<file path="src/urb_pkg.sv">
// urb_pkg: constants, codes and helpers for the 16550-style uart register block
// no dependencies; imported by the top level, the checker and the testbench
`default_nettype none

package urb_pkg;

    // fifo geometry
    localparam int FIFO_DEPTH = 16;
    localparam int PTR_W      = (FIFO_DEPTH > 1) ? $clog2(FIFO_DEPTH) : 1;
    localparam int CNT_W      = $clog2(FIFO_DEPTH + 1);
    localparam int SUM_W      = CNT_W + 1;

    // transaction kinds
    localparam logic [1:0] OP_READ    = 2'd0;
    localparam logic [1:0] OP_WRITE   = 2'd1;
    localparam logic [1:0] OP_LINE_RX = 2'd2;
    localparam logic [1:0] OP_LINE_TX = 2'd3;

    // register offsets
    localparam logic [2:0] REG_DATA = 3'd0;
    localparam logic [2:0] REG_IER  = 3'd1;
    localparam logic [2:0] REG_ISR  = 3'd2;
    localparam logic [2:0] REG_LCR  = 3'd3;
    localparam logic [2:0] REG_LSR  = 3'd5;

    // register bits
    localparam int LCR_DLAB_BIT     = 7;
    localparam int IER_RX_BIT       = 0;
    localparam int IER_TX_BIT       = 1;
    localparam int FCR_ENABLE_BIT   = 0;
    localparam int FCR_CLEAR_RX_BIT = 1;
    localparam int FCR_CLEAR_TX_BIT = 2;

    // interrupt status codes
    localparam logic [7:0] ISR_FIFO_ON = 8'hC0;
    localparam logic [7:0] ISR_RX_DATA = 8'h04;
    localparam logic [7:0] ISR_TX_EMPTY = 8'h02;
    localparam logic [7:0] ISR_NONE    = 8'h01;

    // line status bits
    localparam logic [7:0] LSR_DATA_READY = 8'h01;
    localparam logic [7:0] LSR_OVERRUN    = 8'h02;
    localparam logic [7:0] LSR_TX_EMPTY   = 8'h60;

    // circular pointer advance
    function automatic logic [PTR_W-1:0] ptr_inc(input logic [PTR_W-1:0] ptr);
        logic [PTR_W-1:0] res;
        if (ptr == PTR_W'(FIFO_DEPTH - 1))
            res = '0;
        else
            res = ptr + PTR_W'(1);
        return res;
    endfunction

    // slot behind the last stored byte
    function automatic logic [PTR_W-1:0] wr_index(input logic [PTR_W-1:0] ptr,
                                                  input logic [CNT_W-1:0] cnt);
        logic [SUM_W-1:0] sum;
        logic [SUM_W-1:0] wrapped;
        sum = SUM_W'(ptr) + SUM_W'(cnt);
        if (sum >= SUM_W'(FIFO_DEPTH))
            wrapped = sum - SUM_W'(FIFO_DEPTH);
        else
            wrapped = sum;
        return wrapped[PTR_W-1:0];
    endfunction

endpackage

`default_nettype wire

</file>
<file path="src/urb_if.sv">
// urb_req_if / urb_rsp_if: valid/ready channels of the uart register block
// depends on nothing; payload widths fixed by the register block's fields
`default_nettype none

interface urb_req_if;
    logic       valid;
    logic       ready;
    logic [1:0] operation;
    logic [2:0] reg_offset;
    logic [7:0] write_data;
    logic [7:0] line_rx_byte;

    modport source (output valid, operation, reg_offset, write_data, line_rx_byte,
                    input ready);
    modport sink   (input valid, operation, reg_offset, write_data, line_rx_byte,
                    output ready);
endinterface

interface urb_rsp_if;
    logic       valid;
    logic       ready;
    logic [7:0] read_data;
    logic       line_tx_valid;
    logic [7:0] line_tx_byte;
    logic       irq;

    modport source (output valid, read_data, line_tx_valid, line_tx_byte, irq,
                    input ready);
    modport sink   (input valid, read_data, line_tx_valid, line_tx_byte, irq,
                    output ready);
endinterface

`default_nettype wire

</file>
<file path="src/uart_16550_register_block_top.sv">
// an accepted transaction's result appears in the output register in the next cycle
// throughput: one transaction per cycle; req.ready is high while the output register
// is empty or its result is taken in the same cycle
// reset: rst_n clears the architectural registers, pointers, counts and the output valid at once;
// fifo byte storage is not cleared and is only read after it was written
// depends on urb_pkg and the urb_req_if / urb_rsp_if channel interfaces
`default_nettype none

module uart_16550_register_block_top
    import urb_pkg::*;
(
    input  wire logic clk,
    input  wire logic rst_n,
    urb_req_if.sink   req,
    urb_rsp_if.source rsp
);

    // architectural registers
    logic [7:0]       lcr_reg, lcr_next;
    logic [3:0]       ier_reg, ier_next;
    logic [7:0]       dll_reg, dll_next;
    logic [7:0]       dlm_reg, dlm_next;
    logic             fifo_en_reg, fifo_en_next;
    logic             overrun_reg, overrun_next;
    logic [PTR_W-1:0] rx_ptr_reg, rx_ptr_next;
    logic [CNT_W-1:0] rx_cnt_reg, rx_cnt_next;
    logic [PTR_W-1:0] tx_ptr_reg, tx_ptr_next;
    logic [CNT_W-1:0] tx_cnt_reg, tx_cnt_next;

    // fifo storage
    logic [7:0] rx_store_reg [FIFO_DEPTH];
    logic [7:0] tx_store_reg [FIFO_DEPTH];

    // output register
    logic       rsp_valid_reg;
    logic [7:0] read_data_reg, read_data_next;
    logic       tx_valid_reg, tx_valid_next;
    logic [7:0] tx_byte_reg, tx_byte_next;
    logic       irq_reg, irq_next;

    logic             accept;
    logic             dlab;
    logic             rx_full;
    logic             tx_full;
    logic             rx_we;
    logic             tx_we;
    logic [PTR_W-1:0] rx_wr_idx;
    logic [PTR_W-1:0] tx_wr_idx;
    logic [7:0]       isr_value;

    // handshake
    assign req.ready = !rsp_valid_reg || rsp.ready;
    assign accept    = req.valid && req.ready;

    assign dlab      = lcr_reg[LCR_DLAB_BIT];
    assign rx_full   = (rx_cnt_reg == CNT_W'(FIFO_DEPTH));
    assign tx_full   = (tx_cnt_reg == CNT_W'(FIFO_DEPTH));
    assign rx_wr_idx = wr_index(rx_ptr_reg, rx_cnt_reg);
    assign tx_wr_idx = wr_index(tx_ptr_reg, tx_cnt_reg);

    // fifo pushes
    assign rx_we = accept && (req.operation == OP_LINE_RX) && !rx_full;
    assign tx_we = accept && (req.operation == OP_WRITE) && (req.reg_offset == REG_DATA)
                   && !dlab && !tx_full;

    // interrupt status in 16550 encoding
    always_comb
    begin
        isr_value = fifo_en_reg ? ISR_FIFO_ON : 8'h00;
        if (ier_reg[IER_RX_BIT] && (rx_cnt_reg != '0))
            isr_value = isr_value | ISR_RX_DATA;
        else if (ier_reg[IER_TX_BIT] && (tx_cnt_reg == '0))
            isr_value = isr_value | ISR_TX_EMPTY;
        else
            isr_value = isr_value | ISR_NONE;
    end

    // per-transaction register update and result
    always_comb
    begin
        lcr_next       = lcr_reg;
        ier_next       = ier_reg;
        dll_next       = dll_reg;
        dlm_next       = dlm_reg;
        fifo_en_next   = fifo_en_reg;
        overrun_next   = overrun_reg;
        rx_ptr_next    = rx_ptr_reg;
        rx_cnt_next    = rx_cnt_reg;
        tx_ptr_next    = tx_ptr_reg;
        tx_cnt_next    = tx_cnt_reg;
        read_data_next = 8'h00;
        tx_valid_next  = 1'b0;
        tx_byte_next   = 8'h00;

        case (req.operation)
            OP_READ:
            begin
                case (req.reg_offset)
                    REG_DATA:
                    begin
                        if (dlab)
                        begin
                            read_data_next = dll_reg;
                        end
                        else if (rx_cnt_reg != '0)
                        begin
                            read_data_next = rx_store_reg[rx_ptr_reg];
                            rx_ptr_next    = ptr_inc(rx_ptr_reg);
                            rx_cnt_next    = rx_cnt_reg - CNT_W'(1);
                        end
                    end
                    REG_IER: read_data_next = dlab ? dlm_reg : {4'h0, ier_reg};
                    REG_ISR: read_data_next = isr_value;
                    REG_LCR: read_data_next = lcr_reg;
                    REG_LSR:
                    begin
                        read_data_next = ((rx_cnt_reg != '0) ? LSR_DATA_READY : 8'h00)
                                       | (overrun_reg ? LSR_OVERRUN : 8'h00)
                                       | ((tx_cnt_reg == '0) ? LSR_TX_EMPTY : 8'h00);
                        overrun_next   = 1'b0;
                    end
                    default: read_data_next = 8'h00;
                endcase
            end
            OP_WRITE:
            begin
                case (req.reg_offset)
                    REG_DATA:
                    begin
                        if (dlab)
                            dll_next = req.write_data;
                        else if (!tx_full)
                            tx_cnt_next = tx_cnt_reg + CNT_W'(1);
                    end
                    REG_IER:
                    begin
                        if (dlab)
                            dlm_next = req.write_data;
                        else
                            ier_next = req.write_data[3:0];
                    end
                    REG_ISR:
                    begin
                        fifo_en_next = req.write_data[FCR_ENABLE_BIT];
                        if (req.write_data[FCR_CLEAR_RX_BIT])
                        begin
                            rx_ptr_next = '0;
                            rx_cnt_next = '0;
                        end
                        if (req.write_data[FCR_CLEAR_TX_BIT])
                        begin
                            tx_ptr_next = '0;
                            tx_cnt_next = '0;
                        end
                    end
                    REG_LCR: lcr_next = req.write_data;
                    default: lcr_next = lcr_reg;
                endcase
            end
            OP_LINE_RX:
            begin
                if (!rx_full)
                    rx_cnt_next = rx_cnt_reg + CNT_W'(1);
                else
                    overrun_next = 1'b1;
            end
            OP_LINE_TX:
            begin
                if (tx_cnt_reg != '0)
                begin
                    tx_byte_next  = tx_store_reg[tx_ptr_reg];
                    tx_valid_next = 1'b1;
                    tx_ptr_next   = ptr_inc(tx_ptr_reg);
                    tx_cnt_next   = tx_cnt_reg - CNT_W'(1);
                end
            end
            default: tx_valid_next = 1'b0;
        endcase

        irq_next = (ier_next[IER_RX_BIT] && (rx_cnt_next != '0))
                || (ier_next[IER_TX_BIT] && (tx_cnt_next == '0));
    end

    // control state and output valid
    always_ff @(posedge clk or negedge rst_n)
    begin
        if (!rst_n)
        begin
            lcr_reg       <= '0;
            ier_reg       <= '0;
            dll_reg       <= '0;
            dlm_reg       <= '0;
            fifo_en_reg   <= 1'b0;
            overrun_reg   <= 1'b0;
            rx_ptr_reg    <= '0;
            rx_cnt_reg    <= '0;
            tx_ptr_reg    <= '0;
            tx_cnt_reg    <= '0;
            rsp_valid_reg <= 1'b0;
        end
        else
        begin
            if (accept)
            begin
                lcr_reg     <= lcr_next;
                ier_reg     <= ier_next;
                dll_reg     <= dll_next;
                dlm_reg     <= dlm_next;
                fifo_en_reg <= fifo_en_next;
                overrun_reg <= overrun_next;
                rx_ptr_reg  <= rx_ptr_next;
                rx_cnt_reg  <= rx_cnt_next;
                tx_ptr_reg  <= tx_ptr_next;
                tx_cnt_reg  <= tx_cnt_next;
            end
            if (accept)
                rsp_valid_reg <= 1'b1;
            else if (rsp.ready)
                rsp_valid_reg <= 1'b0;
        end
    end

    // result payload
    always_ff @(posedge clk)
    begin
        if (accept)
        begin
            read_data_reg <= read_data_next;
            tx_valid_reg  <= tx_valid_next;
            tx_byte_reg   <= tx_byte_next;
            irq_reg       <= irq_next;
        end
    end

    // fifo byte storage
    always_ff @(posedge clk)
    begin
        if (rx_we)
            rx_store_reg[rx_wr_idx] <= req.line_rx_byte;
        if (tx_we)
            tx_store_reg[tx_wr_idx] <= req.write_data;
    end

    assign rsp.valid         = rsp_valid_reg;
    assign rsp.read_data     = read_data_reg;
    assign rsp.line_tx_valid = tx_valid_reg;
    assign rsp.line_tx_byte  = tx_byte_reg;
    assign rsp.irq           = irq_reg;

endmodule

`default_nettype wire

</file>
<file path="src/flat_wrapper.sv">
// flat-port wrapper written by rule: the top's interface ports become plain ports
module uart_16550_register_block_top_flat import urb_pkg::*;
  (clk, rst_n, req_valid, req_operation, req_reg_offset, req_write_data, req_line_rx_byte, req_ready, rsp_valid, rsp_read_data, rsp_line_tx_valid, rsp_line_tx_byte, rsp_irq, rsp_ready);
  urb_req_if req_i ();
  urb_rsp_if rsp_i ();
  input  wire logic clk;
  input  wire logic rst_n;
  input wire logic [$bits(req_i.valid)-1:0] req_valid;
  input wire logic [$bits(req_i.operation)-1:0] req_operation;
  input wire logic [$bits(req_i.reg_offset)-1:0] req_reg_offset;
  input wire logic [$bits(req_i.write_data)-1:0] req_write_data;
  input wire logic [$bits(req_i.line_rx_byte)-1:0] req_line_rx_byte;
  output wire logic [$bits(req_i.ready)-1:0] req_ready;
  output wire logic [$bits(rsp_i.valid)-1:0] rsp_valid;
  output wire logic [$bits(rsp_i.read_data)-1:0] rsp_read_data;
  output wire logic [$bits(rsp_i.line_tx_valid)-1:0] rsp_line_tx_valid;
  output wire logic [$bits(rsp_i.line_tx_byte)-1:0] rsp_line_tx_byte;
  output wire logic [$bits(rsp_i.irq)-1:0] rsp_irq;
  input wire logic [$bits(rsp_i.ready)-1:0] rsp_ready;
  assign req_i.valid = req_valid;
  assign req_i.operation = req_operation;
  assign req_i.reg_offset = req_reg_offset;
  assign req_i.write_data = req_write_data;
  assign req_i.line_rx_byte = req_line_rx_byte;
  assign req_ready = req_i.ready;
  assign rsp_valid = rsp_i.valid;
  assign rsp_read_data = rsp_i.read_data;
  assign rsp_line_tx_valid = rsp_i.line_tx_valid;
  assign rsp_line_tx_byte = rsp_i.line_tx_byte;
  assign rsp_irq = rsp_i.irq;
  assign rsp_i.ready = rsp_ready;
  uart_16550_register_block_top u_core (.clk(clk), .rst_n(rst_n), .req(req_i), .rsp(rsp_i));
endmodule
</file>
<file path="config.mk">
export PLATFORM = sky130hd
export DESIGN_NAME = uart_16550_register_block_top_flat
export DESIGN_NICKNAME = d
export VERILOG_FILES = /design/src/urb_pkg.sv /design/src/urb_if.sv /design/src/uart_16550_register_block_top.sv /design/src/flat_wrapper.sv
export SDC_FILE = /design/constraint.sdc
export NUM_CORES = 1
export LEC_CHECK = 0
export BUFFER_PORTS_ARGS = -buffer_cell sky130_fd_sc_hd__buf_2
export CAP_MARGIN = 5
export CORE_MARGIN = 2
export CORE_UTILIZATION = 62
export DETAILED_ROUTE_END_ITERATION = 8
export GPL_TIMING_DRIVEN = 1
export HOLD_SLACK_MARGIN = 0.03
export PLACE_DENSITY = 0.8
export SETUP_SLACK_MARGIN = 0.2
export SLEW_MARGIN = 40
export SYNTH_ARGS = -nofsm -noshare
export SYNTH_HDL_FRONTEND = slang
export SYNTH_SLANG_ARGS = --single-unit
</file>
<file path="constraint.sdc">
create_clock -name clk -period 3 [get_ports clk]
set_input_delay 0.9 -clock clk [delete_from_list [all_inputs] [get_ports clk]]
set_output_delay 0.9 -clock clk [all_outputs]
set_load 0.02 [all_outputs]
</file>
### After elaboration in Yosys (flattened, before gate mapping)

Memory sizes are Yosys's and may differ from the RTL's. A register that Yosys moved wholly into a read port is not among the register bits.
Cells that the tools add are included.

| storage, ports and cells | value |
|---|---|
| register bits after elaboration | 59 |
| bits in writable memories | 256 |
| input bits | 25 |
| output and inout port bits | 20 |
| memories | 2 |

Memory list:

| name | words | bits a word | read ports | clocked after Yosys merged registers in | write ports | RTL line | source |
|---|---|---|---|---|---|---|---|
| u_core.rx_store_reg | 16 | 8 | 1 | 0 | 1 | uart_16550_register_block_top.sv:31 | `logic [7:0] rx_store_reg [FIFO_DEPTH];` |
| u_core.tx_store_reg | 16 | 8 | 1 | 1 | 1 | uart_16550_register_block_top.sv:32 | `logic [7:0] tx_store_reg [FIFO_DEPTH];` |

| operators by class | value |
|---|---|
| $add $sub $neg | 10 |
| $lt $le $gt $ge | 2 |
| equal/unequal tests | 20 |
| muxes and demuxes | 50 |
| bitwise logic cells | 3 |
| reduce and logical (&&, ||, !) cells | 38 |

Operators by type and width:

| operator | count |
|---|---|
| 5-bit 2-to-1 mux | 10 |
| 4-bit 2-to-1 mux | 12 |
| 8-bit one-hot mux with 5 select lines | 1 |
| 8-bit 2-to-1 mux | 4 |
| 5-bit one-hot mux with 2 select lines | 2 |
| 8-bit bitwise OR | 2 |
| 4-bit one-hot mux with 2 select lines | 2 |
| 4-bit AND reduction | 4 |
| 5-bit one-hot mux with 3 select lines | 1 |
| 5-bit nonzero test | 3 |
| 4-bit by 5-bit adder with 6-bit output | 2 |
| 6-bit by 5-bit greater-or-equal comparator with 1-bit output (second input constant) | 2 |
| 1-bit logical AND | 11 |
| 5-bit by 1-bit adder with 5-bit output (second input constant) | 2 |
| 5-bit equality test (second input constant) | 2 |
| 5-bit zero test | 2 |
| 1-bit 2-to-1 mux | 10 |
| 2-bit 2-to-1 mux | 5 |
| 2-bit by 1-bit != test with 1-bit output (second input constant) | 5 |
| 5-bit by 1-bit subtractor with 5-bit output (second input constant) | 2 |
| 4-bit by 1-bit adder with 4-bit output (second input constant) | 2 |
| 4-bit equality test (second input constant) | 2 |
| 2-bit != test (second input constant) | 4 |
| 2-bit nonzero test | 4 |
| 18 further kinds | 27 |

### Depth between registers and ports, before layout

| logic depth | value |
|---|---|
| depth in word-level cells | 9 |
| mapped depth | 10 |

### Worst setup path before layout

OpenSTA, ideal clock, no wires.

| path | value |
|---|---|
| kind | in2reg |
| start | input req_reg_offset[2] |
| end | memory u_core.tx_store_reg[4][0] (enable) |
| library setup time | 370 ps |
| arrival | 2,612 ps |
| required time | 2,630 ps |
| slack | 18 ps |
| stages | 6 |
| path buffers | 1 |
| cell sequence | buf_2 -> or4_4 -> a31oi_4 -> nand2_1 -> or3_1 -> nor2_1 |

| between the ends | value |
|---|---|
| cells in the longest elaborated chain, start to end | 6 |

RTL lines:

| item | RTL line | source |
|---|---|---|
| from (decl) | flat_wrapper.sv:10 | `input wire logic [$bits(req_i.reg_offset)-1:0] req_reg_offset;` |
| 3-bit zero test | uart_16550_register_block_top.sv:63 | `assign tx_we = accept && (req.operation == OP_WRITE) && (req.reg_offset == REG_DATA)` |
| 1-bit logical AND | uart_16550_register_block_top.sv:63 |  |
| 1-bit logical AND (2 in a row) | uart_16550_register_block_top.sv:64 | `&& !dlab && !tx_full;` |
| 1-bit 2-to-1 mux | uart_16550_register_block_top.sv:240 | `if (tx_we)` |
| 1-bit 2-to-1 mux (implied by the code) | uart_16550_register_block_top.sv:241 | `tx_store_reg[tx_wr_idx] <= req.write_data;` |
| to (decl) | uart_16550_register_block_top.sv:32 |  |

No other way between the ends.

### Worst setup path in the final report

| path | value |
|---|---|
| start | register u_core.rx_cnt_reg[1] |
| end | register u_core.irq_reg, in the netlist u_core.rsp.irq (data pin) |

| between the ends | value |
|---|---|
| cells in the longest elaborated chain, start to end | 8 |
| elaborated cells on any way between the ends | 14 |
| those cells by class | add/sub (2); eq/ne (1); mux (7); reduce/logical (4) |

RTL lines:

| item | RTL line | source |
|---|---|---|
| from (decl) | uart_16550_register_block_top.sv:26 | `logic [CNT_W-1:0] rx_cnt_reg, rx_cnt_next;` |
| from (signal assigned) | uart_16550_register_block_top.sv:212 | `rx_cnt_reg <= rx_cnt_next;` |
| 5-bit by 1-bit subtractor with 5-bit output / 5-bit nonzero test (equally long branches) | uart_16550_register_block_top.sv:109, uart_16550_register_block_top.sv:105 |  |
| 5-bit 2-to-1 mux | uart_16550_register_block_top.sv:105 | `else if (rx_cnt_reg != '0)` |
| 5-bit 2-to-1 mux | uart_16550_register_block_top.sv:101 | `if (dlab)` |
| 5-bit 2-to-1 mux | uart_16550_register_block_top.sv:98 | `case (req.reg_offset)` |
| 5-bit one-hot mux with 3 select lines * | uart_16550_register_block_top.sv:95 | `case (req.operation)` |
| 5-bit nonzero test * | uart_16550_register_block_top.sv:180 | `irq_next = (ier_next[IER_RX_BIT] && (rx_cnt_next != '0))` |
| 1-bit logical AND * | uart_16550_register_block_top.sv:180 |  |
| 1-bit logical OR * | uart_16550_register_block_top.sv:181 | `\|\| (ier_next[IER_TX_BIT] && (tx_cnt_next == '0));` |
| named net u_core.irq_next | uart_16550_register_block_top.sv:39 | `logic irq_reg, irq_next;` |
| to (signal assigned) | uart_16550_register_block_top.sv:231 | `irq_reg <= irq_next;` |
| to (decl) | uart_16550_register_block_top.sv:39 |  |

The timed path passes the listed nets; every way through them passes the cells marked *.
A chain may end at the register's enable or synchronous reset.

==> metrics.md <==
| Metric | Value |
|---|---|
| Synth Instances | 858 |
| Die width | 154.2 um |
| Compound-Gate Fraction of Synth Area | 6.979% |
| Crit. End Element | flop |
| Post-synth top flop | edfxtp_1 |
| Seq/Total Area, Yosys | 67.60% |
| HPWL after detailed placement | around 21000 um |
| Layout cells sized above 1 | 27.96% |
| Clock Sinks | 323 |
| R2R cell count | 8 |
| Routed vias | 8498 |
| Largest family of logic cells by synthesized area | multiplexers |
| CTS Hold Bufs | 0 |
| Least-Margin Pin Slew | 0.5509 ns |
| Starting Density | 63.69% |
| Post-synthesis sequential element count | about 320 |
| DRT iter0 DRCs | 1174 |
| Post-synthesis mux area share | 14.32% |
| Status | complete, no violations |
| VDD IR max | 0.0005574 V |
| Final hold slack | about 0.32 ns |
| Pin count of the biggest net entering global routing | 50 |
| CP required | 3.30 ns |
| Number of buffers created by CTS | 31 |
| YS warnings | 0 |
| Post-Syn Nets | 898 |
| P_leak | 5.608 nW |
| Clk Latency, worst-skew pair | 0.55 ns |
| CP arrival | between 3 and 4 ns |
| RSZ-0062 raised after global routing | no |
| Adder-cell area share of the yosys netlist | about 1.4% |
| Critical path, cell by cell | inv_1 > ha_2 > or4b_4 > and3_1 > a221o_1 > a22oi_1 > a31oi_1 > a41o_1 |
| Fin Setup TNS | 0 ns |
| Layout net count | between 1000 and 1500 |
| Area contributors post-synth | edfxtp_1 (59%), mux4_2 (10%), dfrtp_1 (8.8%), mux2_2 (2.3%), mux2i_1 (2.0%) |
| Drt pass-1 iters | 6 |
| Per-cell routed wire length | approximately 26 um |
| Placed Cells | 1209 |
| Yosys cell types | 68 |
| Area Growth Syn to Fin | 14.55% |
| # IOs | 45 |
| GRT overflow | 0 |
| Period utilisation layout | ~90% |
| Final wirelength | 33180 um |
| Routability congestion estimate | 0.9091 |
| Antenna fix cells | 0 |
| Synth Cell Area | 13980 um^2 |
| Critical Path Max Stage Delay | 0.54 ns |
| Clk slew on worst S/H paths | 0.07 ns |
| Root Buffer Master | clkbuf_16 |
| Core footprint | 21960 um^2 |
| CTS tree | built |
| Antenna viol nets, final | 0 |
| Slew Viols, Final | 0 |
| Slew HR | 63.27% |
| Most common cell after layout, fill and taps aside | edfxtp_1 |
| Final Instance Count excl. Fillers | 1267 |
| Critical Path Fanout Max | 7 |
| Fin crit period | 2.748 ns |
| Cell taking the most area after synthesis | edfxtp_1 |
| PwrDens | 708.3 nW/um^2 |
| Max cap viols | 0 |
| Total Power | 0.01135 W |
| Syn Area/Cell | 16.30 um^2 |
| Post-synth EDFFs | 274 |
| Worst hold path type | in2async |
| Vias in the first global route | 8483 |
| Die area | 23770 um^2 |
| Xor and xnor area share after synthesis | 0.6263% |
| Fmax achieved | 363.9 MHz |
| Worst Skew | 0.01721 ns |
| Rows | 54 |
| First-pass GRT wire length | around 51000 um |
| Port bufs | 44 |
| Top-area cell type share of the netlist area | 58.84% |
| DIE HEIGHT | 154.2 um |
| H-tree depth | 1 |
| Total track usage | 28.58% |
| DP Worst Slack | 0.07368 ns |
| Max Buffers Root-to-Sink | 3 |
| DRC errors left | 0 |
| Most frequent cells in the layout | edfxtp_1 (274), buf_4 (65), mux4_2 (62), nand2_1 (53) |
| Post-Synth Simple-Gate Area | under 10% |
| Asr flop ratio synth | 15.17% |
| Slowest cell on crit path | or4b_4 |
| Critical path class | reg2reg |
| Worst setup SP type | flop |
| Final worst slack | approximately 0.25 ns |
| Initial antenna violation count | 0 |
| # setup viols final | 0 |
| Routed vias/inst | 6.707 |
| Final hold viol count | 0 |
## kinds of logic after synthesis
family	Yosys count
buf+inv	55
mux	119
fa+ha+maj	15
xor+xnor	10
compound gates	142
flops	323
simple gates	194
## worst paths after layout
check | from | to | slack (ns)
hold reg to reg | u_core.dll_reg[3] | u_core.dll_reg[3] | 0.51
setup / recovery | u_core.rx_cnt_reg[1] | u_core.rsp.irq | 0.25
min in group clk | u_core.dll_reg[3] | u_core.dll_reg[3] | 0.51
max in group asynchronous | rst_n | u_core.dll_reg[0] | 2.03
setup reg to reg | u_core.rx_cnt_reg[1] | u_core.rsp.irq | 0.25
hold / removal | rst_n | u_core.tx_cnt_reg[2] | 0.32
## stage by stage
step                area, um^2  util (%)
floorplan                14020         -
global placement         14930     67.98
detailed placement       14930     67.98
CTS                      16010     72.92
global route             16020     72.95
finish                   16020     72.95
## layer usage
metal | part of all wire [%] | global-route usage, %
met1 | 39 | 41.43
met2 | 48 | 45.83
met3 | 10 | 4.847
met4 | 2.6 | 8.233
met5 | 0 | 0
## cells in the mapped netlist, types with 3 or more instances
cell type  instances
edfxtp_1         274
mux4_2            62
nand2_1           53
nor2_1            51
dfrtp_1           49
o21ai_0           37
mux2_2            29
mux2i_1           28
a21oi_1           24
clkbuf_1          19
nand3_1           18
nand2b_1          15
inv_1             14
buf_2             13
ha_1              13
and2_1            11
a22oi_1           10
a22o_1             9
o221ai_1           8
a221oi_1           7
o22ai_1            7
a21o_1             6
a31oi_1            6
nor2b_1            6
xnor2_1            6
and3_1             5
nand4_1            5
nor3_1             5
a311oi_1           4
nand4b_1           4
o211ai_1           4
xor2_1             4
buf_1              3
nor3b_1            3
o31ai_1            3
or4_1              3
## critical path, delay by kind of cell, from the launching register on
family	cells	cell delay, ns
AOI/OAI and AO/OA	4	0.83
adders and majority gates	1	0.26
buffers and inverters	1	0.14
DFF	1	0.47
and+or+nand+nor	2	0.80
## layout make-up
type / instances / area [um^2]
clock inverter: 20 / 267.8
tap: 280 / 350.3
fill: 1299 / 5939
clock buffer: 37 / 808.3
timing repair buffer: 111 / 748.2
inverter: 16 / 60.06
sequential: 323 / 9457
multi-input combinational: 480 / 4328
## report_power, final
group / total [W] / switching [W] / internal (W)
registers: 0.00522 / 0.000199 / 0.00502
clock network: 0.00408 / 0.00169 / 0.00238
logic: 0.00205 / 0.00116 / 0.000896
## what timing repair did
item	in CTS	in global routing
gates resized for setup	0	2
setup buffers	1	0
endpoints found under the setup margin	1	66
Note: power is estimated with default switching activity, not from simulation.
